--- src/rtl/zctd_pkg.sv ---
// zctd_pkg: shared constants for the zebra crossing row transition detector
// widths, register indexes, reset values and default image size; no dependencies
package zctd_pkg;

  localparam int unsigned DEF_IMAGE_WIDTH  = 320;
  localparam int unsigned DEF_IMAGE_HEIGHT = 130;

  localparam int unsigned PIX_W   = 8;
  localparam int unsigned ROW_W   = 8;
  localparam int unsigned COL_W   = 10;
  localparam int unsigned CNT_W   = 6;
  localparam int unsigned FRM_W   = 4;
  localparam int unsigned TOT_W   = 16;
  localparam int unsigned CFG_W   = 10;
  localparam int unsigned CIDX_W  = 3;

  typedef enum logic [CIDX_W-1:0] {
    REG_ROW_TOP   = 3'd0,
    REG_ROW_BOT   = 3'd1,
    REG_COL_LEFT  = 3'd2,
    REG_COL_RIGHT = 3'd3,
    REG_THRESH    = 3'd4,
    REG_CONFIRM   = 3'd5,
    REG_RELEASE   = 3'd6
  } cfg_reg_t;

  localparam logic [ROW_W-1:0] RST_ROW_TOP   = 8'd30;
  localparam logic [ROW_W-1:0] RST_ROW_BOT   = 8'd125;
  localparam logic [COL_W-1:0] RST_COL_LEFT  = 10'd20;
  localparam logic [COL_W-1:0] RST_COL_RIGHT = 10'd300;
  localparam logic [CNT_W-1:0] RST_THRESH    = 6'd6;
  localparam logic [FRM_W-1:0] RST_CONFIRM   = 4'd2;
  localparam logic [FRM_W-1:0] RST_RELEASE   = 4'd8;

  localparam logic [COL_W-1:0] COL_MAX = '1;
  localparam logic [ROW_W-1:0] ROW_MAX = '1;

endpackage

--- src/rtl/zebra_crossing_row_transition_detector_unit.sv ---
// zebra_crossing_row_transition_detector_unit: per-row transition counter and frame debounce
// depends on zctd_pkg
//
//  channel | direction | handshake           | word
//  --------+-----------+---------------------+--------------------------------------------
//  in      | sink      | in_valid/in_ready   | pixel, end_of_row, end_of_frame, start_marker
//  out     | source    | out_valid/out_ready | detected .. armed, one word per frame
//  cfg     | sink      | cfg_we              | cfg_index, cfg_data
//
// one pixel per cycle: all per-pixel state updates in the accepting cycle, result
// word is registered in the output stage and is valid in the cycle after the frame end
// reset clears position, frame best, streaks, totals and loads the default registers
// only an end_of_frame word waits for a full output stage; other pixels flow on
// while a result is held
module zebra_crossing_row_transition_detector_unit
  import zctd_pkg::*;
#(
  parameter int unsigned IMAGE_WIDTH  = DEF_IMAGE_WIDTH,
  parameter int unsigned IMAGE_HEIGHT = DEF_IMAGE_HEIGHT
) (
  input  logic              clk,
  input  logic              rst,
  input  logic              in_valid,
  output logic              in_ready,
  input  logic [PIX_W-1:0]  pixel,
  input  logic              end_of_row,
  input  logic              end_of_frame,
  input  logic              start_marker,
  output logic              out_valid,
  input  logic              out_ready,
  output logic              detected,
  output logic              rising_edge,
  output logic [TOT_W-1:0]  total_detections,
  output logic [CNT_W-1:0]  max_transitions,
  output logic [ROW_W-1:0]  peak_row,
  output logic              row_found,
  output logic              armed,
  input  logic              cfg_we,
  input  logic [CIDX_W-1:0] cfg_index,
  input  logic [CFG_W-1:0]  cfg_data
);

  localparam logic [COL_W:0] W_LIM = (COL_W+1)'(IMAGE_WIDTH);
  localparam logic [ROW_W:0] H_LIM = (ROW_W+1)'(IMAGE_HEIGHT);

  // configuration
  logic [ROW_W-1:0] row_top, row_bottom;
  logic [COL_W-1:0] col_left, col_right;
  logic [CNT_W-1:0] trans_threshold;
  logic [FRM_W-1:0] confirm_frames, release_frames;

  // state
  logic             armed_latch, detected_flag;
  logic [FRM_W-1:0] hit_streak, miss_streak;
  logic [TOT_W-1:0] detection_total;
  logic [COL_W-1:0] column_counter;
  logic [ROW_W-1:0] row_counter;
  logic [PIX_W-1:0] previous_pixel;
  logic [CNT_W-1:0] row_transitions;
  logic [CNT_W-1:0] frame_best_count;
  logic [ROW_W-1:0] frame_best_row;
  logic             frame_best_valid;

  logic             accept, row_end;
  logic             row_in_win, col_in_win;
  logic [COL_W:0]   x_lo, x_hi;
  logic [CNT_W-1:0] row_trans_next;
  logic             best_take;
  logic [CNT_W-1:0] best_count_next;
  logic [ROW_W-1:0] peak_row_next;
  logic             best_valid_next;
  logic             armed_next, hit;
  logic [FRM_W-1:0] hit_streak_next, miss_streak_next;
  logic             detected_next, rising_next;
  logic [TOT_W-1:0] total_next;

  assign in_ready = !end_of_frame || !out_valid || out_ready;
  assign accept   = in_valid && in_ready;
  assign row_end  = end_of_row || end_of_frame;

  always_comb begin
    x_lo = (col_left == '0) ? (COL_W+1)'(2) : ({1'b0, col_left} + 1'b1);
    x_hi = ({1'b0, col_right} > W_LIM) ? W_LIM : {1'b0, col_right};
    row_in_win = (row_counter >= row_top) && (row_counter < row_bottom)
                 && ({1'b0, row_counter} < H_LIM);
    col_in_win = ({1'b0, column_counter} >= x_lo) && ({1'b0, column_counter} < x_hi);

    row_trans_next = row_transitions;
    if (row_in_win && col_in_win && (pixel != previous_pixel)
        && (row_transitions < trans_threshold)) begin
      row_trans_next = row_transitions + 1'b1;
    end

    best_take = row_in_win && (row_trans_next != '0) && (row_trans_next >= frame_best_count);
    best_count_next = best_take ? row_trans_next : frame_best_count;
    peak_row_next   = best_take ? row_counter    : frame_best_row;
    best_valid_next = best_take || frame_best_valid;

    // frame-end debounce
    armed_next       = armed_latch || start_marker;
    hit              = armed_next && (best_count_next >= trans_threshold);
    hit_streak_next  = '0;
    miss_streak_next = '0;
    if (hit) begin
      hit_streak_next = (hit_streak < confirm_frames) ? hit_streak + 1'b1 : hit_streak;
    end else begin
      miss_streak_next = (miss_streak < release_frames) ? miss_streak + 1'b1 : miss_streak;
    end
    detected_next = detected_flag;
    rising_next   = 1'b0;
    total_next    = detection_total;
    if (armed_next && !detected_flag && (hit_streak_next >= confirm_frames)) begin
      detected_next = 1'b1;
      rising_next   = 1'b1;
      total_next    = detection_total + 1'b1;
    end else if (detected_flag && (miss_streak_next >= release_frames)) begin
      detected_next = 1'b0;
    end
  end

  always_ff @(posedge clk) begin
    if (rst) begin
      row_top          <= RST_ROW_TOP;
      row_bottom       <= RST_ROW_BOT;
      col_left         <= RST_COL_LEFT;
      col_right        <= RST_COL_RIGHT;
      trans_threshold  <= RST_THRESH;
      confirm_frames   <= RST_CONFIRM;
      release_frames   <= RST_RELEASE;
    end else if (cfg_we) begin
      case (cfg_index)
        REG_ROW_TOP:   row_top         <= cfg_data[ROW_W-1:0];
        REG_ROW_BOT:   row_bottom      <= cfg_data[ROW_W-1:0];
        REG_COL_LEFT:  col_left        <= cfg_data[COL_W-1:0];
        REG_COL_RIGHT: col_right       <= cfg_data[COL_W-1:0];
        REG_THRESH:    trans_threshold <= cfg_data[CNT_W-1:0];
        REG_CONFIRM:   confirm_frames  <= cfg_data[FRM_W-1:0];
        REG_RELEASE:   release_frames  <= cfg_data[FRM_W-1:0];
        default: ;
      endcase
    end
  end

  always_ff @(posedge clk) begin
    if (rst) begin
      armed_latch      <= 1'b0;
      detected_flag    <= 1'b0;
      hit_streak       <= '0;
      miss_streak      <= '0;
      detection_total  <= '0;
      column_counter   <= '0;
      row_counter      <= '0;
      previous_pixel   <= '0;
      row_transitions  <= '0;
      frame_best_count <= '0;
      frame_best_row   <= '0;
      frame_best_valid <= 1'b0;
      out_valid        <= 1'b0;
    end else begin
      if (accept && end_of_frame) begin
        out_valid <= 1'b1;
      end else if (out_valid && out_ready) begin
        out_valid <= 1'b0;
      end
      if (accept) begin
        previous_pixel <= end_of_frame ? '0 : pixel;
        if (!row_end) begin
          row_transitions <= row_trans_next;
          if (column_counter != COL_MAX) begin
            column_counter <= column_counter + 1'b1;
          end
        end else if (!end_of_frame) begin
          row_transitions  <= '0;
          column_counter   <= '0;
          frame_best_count <= best_count_next;
          frame_best_row   <= peak_row_next;
          frame_best_valid <= best_valid_next;
          if (row_counter != ROW_MAX) begin
            row_counter <= row_counter + 1'b1;
          end
        end else begin
          // frame end: emit the word and start a fresh frame
          column_counter   <= '0;
          row_counter      <= '0;
          row_transitions  <= '0;
          frame_best_count <= '0;
          frame_best_row   <= '0;
          frame_best_valid <= 1'b0;
          armed_latch      <= armed_next;
          hit_streak       <= hit_streak_next;
          miss_streak      <= miss_streak_next;
          detected_flag    <= detected_next;
          detection_total  <= total_next;
        end
      end
    end
  end

  // output word, no reset needed
  always_ff @(posedge clk) begin
    if (accept && end_of_frame) begin
      detected         <= detected_next;
      rising_edge      <= rising_next;
      total_detections <= total_next;
      max_transitions  <= armed_next ? best_count_next : '0;
      peak_row         <= (armed_next && best_valid_next) ? peak_row_next : '0;
      row_found        <= armed_next && best_valid_next;
      armed            <= armed_next;
    end
  end

endmodule
--- config.mk ---
export PLATFORM = sky130hd
export DESIGN_NAME = zebra_crossing_row_transition_detector_unit
export DESIGN_NICKNAME = d
export VERILOG_FILES = /design/src/rtl/zctd_pkg.sv /design/src/rtl/zebra_crossing_row_transition_detector_unit.sv
export SDC_FILE = /design/constraint.sdc
export NUM_CORES = 1
export LEC_CHECK = 0
export BUFFER_PORTS_ARGS = -buffer_cell sky130_fd_sc_hd__buf_2
export CAP_MARGIN = 20
export CELL_PAD_IN_SITES_DETAIL_PLACEMENT = 2
export CELL_PAD_IN_SITES_GLOBAL_PLACEMENT = 2
export CORE_ASPECT_RATIO = 1.4
export CORE_MARGIN = 2
export CORE_UTILIZATION = 41
export DETAILED_ROUTE_END_ITERATION = 8
export PLACE_DENSITY = 0.86
export RECOVER_POWER = 50
export SYNTH_ARGS = -nofsm -noshare
export SYNTH_HDL_FRONTEND = slang
export SYNTH_SLANG_ARGS = --single-unit
export TNS_END_PERCENT = 30
--- constraint.sdc ---
create_clock -name clk -period 21.5 [get_ports clk]
set_input_delay 2.15 -clock clk [delete_from_list [all_inputs] [get_ports clk]]
set_output_delay 2.15 -clock clk [all_outputs]
set_load 0.02 [all_outputs]
==> qor.csv <==
stage,metric,value,unit
outcome,outcome,finished with violations,
outcome,violations,"capacitance limit, slew limit",
worst_hold_path,hold_depth,1,
synth,syn_area_per_cell,8.80,µm²
layout,n_antenna_cell,0,
clocking,ctsLongestPathBuffers,2,
synth,ys_warn_count,0,
sta,tightest_slew,4.06,ns
worst_setup_path,worstPathRequired,21.62,ns
synth,synth.distinct_cells,68,
global_routing,grt_pass1_wl,48100,µm
sta,final.setup.tns,0,ns
layout,final_util,46.4,%
layout,finalNonFillerCells,1306,
synth,synth.area.top_cells,"dfxtp_1, edfxtp_1, ha_1, nor2_1, xor2_1",
layout,fill_cells,2329,
detailed_routing,drtAntennaViolNets,0,
floorplan,die_w,127,µm
layout,regArea,3500,µm²
worst_setup_path,regToRegSetupSlack,11.88,ns
worst_setup_path,critPathCaptureType,flip-flop,
detailed_routing,drt-pass1-iter-count,4,
synth,synth_top_flop_cell,dfxtp_1,
synth,synth_edf_count,34,
global_routing,antenna_found_initial,0,
detailed_routing,drt_iter0_drc,372,
clocking,cts_tree,built,
detailed_routing,vias_per_cell,5.86,
worst_setup_path,regToRegEndpoint,detection_total[13],
clocking,root_buffer,clkbuf_16,
detailed_routing,wirelength,30300,µm
sta,fin_crit_sh,46.3,%
floorplan,ios,65,
clocking,cts_hold_buf,0,
layout,fin_area,9740,µm²
floorplan,coreArea,21000,µm²
global_routing,grt_max_degree,85,
sta,fin_skew,0.0111,ns
sta,fmaxAchievable,101,MHz
layout,syn_to_final_growth,12.3,%
worst_hold_path,min_to,frame_best_count[4],
sta,setup_viol,0,
synth,yosys.area.top_type,dfxtp_1,
synth,syn_inst,986,
pwr,power_density,70.2,nW/µm²
sta,period_needed,9.95,ns
clocking,cts_buffers,17,
worst_setup_path,crit_type,in2reg,
layout,drive_above_1_share,7.55,%
place,dpl.hpwl,19900,µm
synth,syn-num-nets,1088,
synth,ys_ff_latch,158,
synth,yosysTopAreaCellShare,28.6,%
sta,rsz0062_at_grt,false,
run,drv_cap,2,
synth,netlist_area,8680,µm²
sta,hold_viol,0,
synth,async_flop_share,0,%
place,dp_cells,1274,
floorplan,rows,63,
worst_setup_path,rr_worst_depth,33,
global_routing,grt.total_usage,28.0,%
pwr,ir_worst_vdd,53.9,µV
sta,report.final.slew_viol_count,137,
worst_setup_path,critical_path.max_fanout,21,
detailed_routing,routedWlPerCell,23.2,µm
clocking,h-tree-depth,4,
worst_hold_path,min_from,frame_best_count[4],
global_routing,grt.overflow.total,0,
floorplan,dieArea,22400,µm²
clocking,clk_pin_slew,0.07,ns
pwr,report.power.total,684,µW
detailed_routing,vias,7649,
clocking,cts_sinks,158,
synth,synth_seq_area_share,40.4,%
place,dpl_cell_area,9190,µm²
worst_setup_path,start_kind,input pin,
pwr,p_leak,3.98,nW
layout,multiInputGateArea,4840,µm²
detailed_routing,drc,0,
global_routing,grt_pass1_vias,8566,
place,placement.io_buffers,64,
worst_setup_path,cp.arrival,10.07,ns
place,place.gp.congestion,0.852,
worst_hold_path,hold_path_class,reg2reg,
floorplan,start_util,41.4,%
clocking,post_cts_resized,0,
synth,ys_top_cells_by_count,"dfxtp_1, nor2_1, nand2_1",
floorplan,die_y,176,µm
clocking,cts_setup_buffers,0,
layout,nets,1135,
sta,maxSlewHeadroom,-170,%
clocking,clk_latency,0.45,ns
worst_setup_path,r2r_start,col_left[6],
-- metrics by stage --
| step | hold slack [ns] | setup slack [ns] |
|---|---|---|
| final | 0.470 | 11.55 |
| after global routing | 0.494 | 10.93 |
| after CTS | 0.471 | 11.78 |
| after detailed placement | 0.450 | 11.60 |
| after global placement | 0.446 | 12.01 |
| after floorplan | 0.432 | 13.36 |
-- metal layers --
layer / global-route usage (%) / share of wire [%]
met4: 14.6 / 4.9
met2: 51.9 / 53
met5: 0 / 0
met3: 4.21 / 2.8
met1: 30.6 / 39
-- state kept, by name, indices dropped and copies added, names as in the netlist, 4 cells and up --
register	flops
release_frames	4
previous_pixel	8
frame_best_count	6
peak_row	8
frame_best_row	8
max_transitions	6
detection_total	16
confirm_frames	4
row_top	8
col_right	10
row_counter	8
miss_streak	4
column_counter	10
row_transitions	6
trans_threshold	6
total_detections	16
hit_streak	4
col_left	10
row_bottom	8
-- layout by cell type, fill, tap and decap left out, drive strengths merged, types with 8 or more instances in the layout --
cell and instances:
o21ai 32, nand3b 11, and2 12, nor3 15, mux2i 15, edfxtp 34, dfxtp 124, a21o 9
xor2 45, nand2b 15, a22o 9, nand4 19, inv 48, nor2b 11, a21oi 59, a211o 15
nand2 102, nor2 125, nor4 12, buf 28, ha 73, xnor2 23, and3 13, or3 8
a22oi 15, clkbuf 59, nand3 54
-- cell type report --
class                   instances  area share (%)
flip-flops and latches        158            36.0
inverters                      43            1.66
multi-input cells             744            49.7
well taps                     260            3.34
clock inverters                14            1.80
repair buffers                 69            3.04
clock buffers                  18            4.51
-- power breakdown --
part	internal [mW]	switching [mW]
clock network	0.179	0.144
registers	0.309	0.00442
logic	0.0136	0.0337
total	0.502	0.182
-- logic make-up after synthesis --
kind of cell | count (synthesis) | share of synthesized area [%]
buffers and inverters | 84 | 3.85
AOI/OAI and AO/OA | 177 | 13.7
adders and majority gates | 73 | 10.5
and+or+nand+nor | 407 | 22.4
other | 1 | 0.0432
muxes | 18 | 2.12
xor gates and xnor gates | 68 | 6.95
DFF | 158 | 40.4
-- worst max path at each step --
stage,startpoint,endpoint,cells after the start
final,pixel[4],detection_total[13],28
after floorplan,pixel[3],total_detections[9],32
after detailed placement,pixel[4],detection_total[15],28
after global placement,pixel[0],total_detections[11],27
after CTS,pixel[4],detection_total[15],28
after global routing,pixel[2],detection_total[13],28
-- worst max-delay path, stage by stage --
cell and delay (ns):
buf_2 0.09, xor2_1 0.19, nor4_1 0.10, a211oi_1 0.23
o211ai_1 0.19, nor4_4 0.59, and2_1 0.52, mux2_2 0.43
ha_1 0.28, a2111oi_0 0.09, o21ai_0 0.24, and3_1 0.39
o211a_2 0.57, mux2_2 0.42, ha_1 0.27, o21ai_0 0.08
a21oi_1 0.74, nand2_1 0.12, ha_1 0.31, nand2b_1 0.10
a21o_1 0.11, a21o_1 0.12, a21oi_1 0.10, nor4_1 0.59
and3_1 0.51, nand4_1 0.17, xor2_1 0.27, nor2_1 0.09
(Power assumes the default switching activity.)
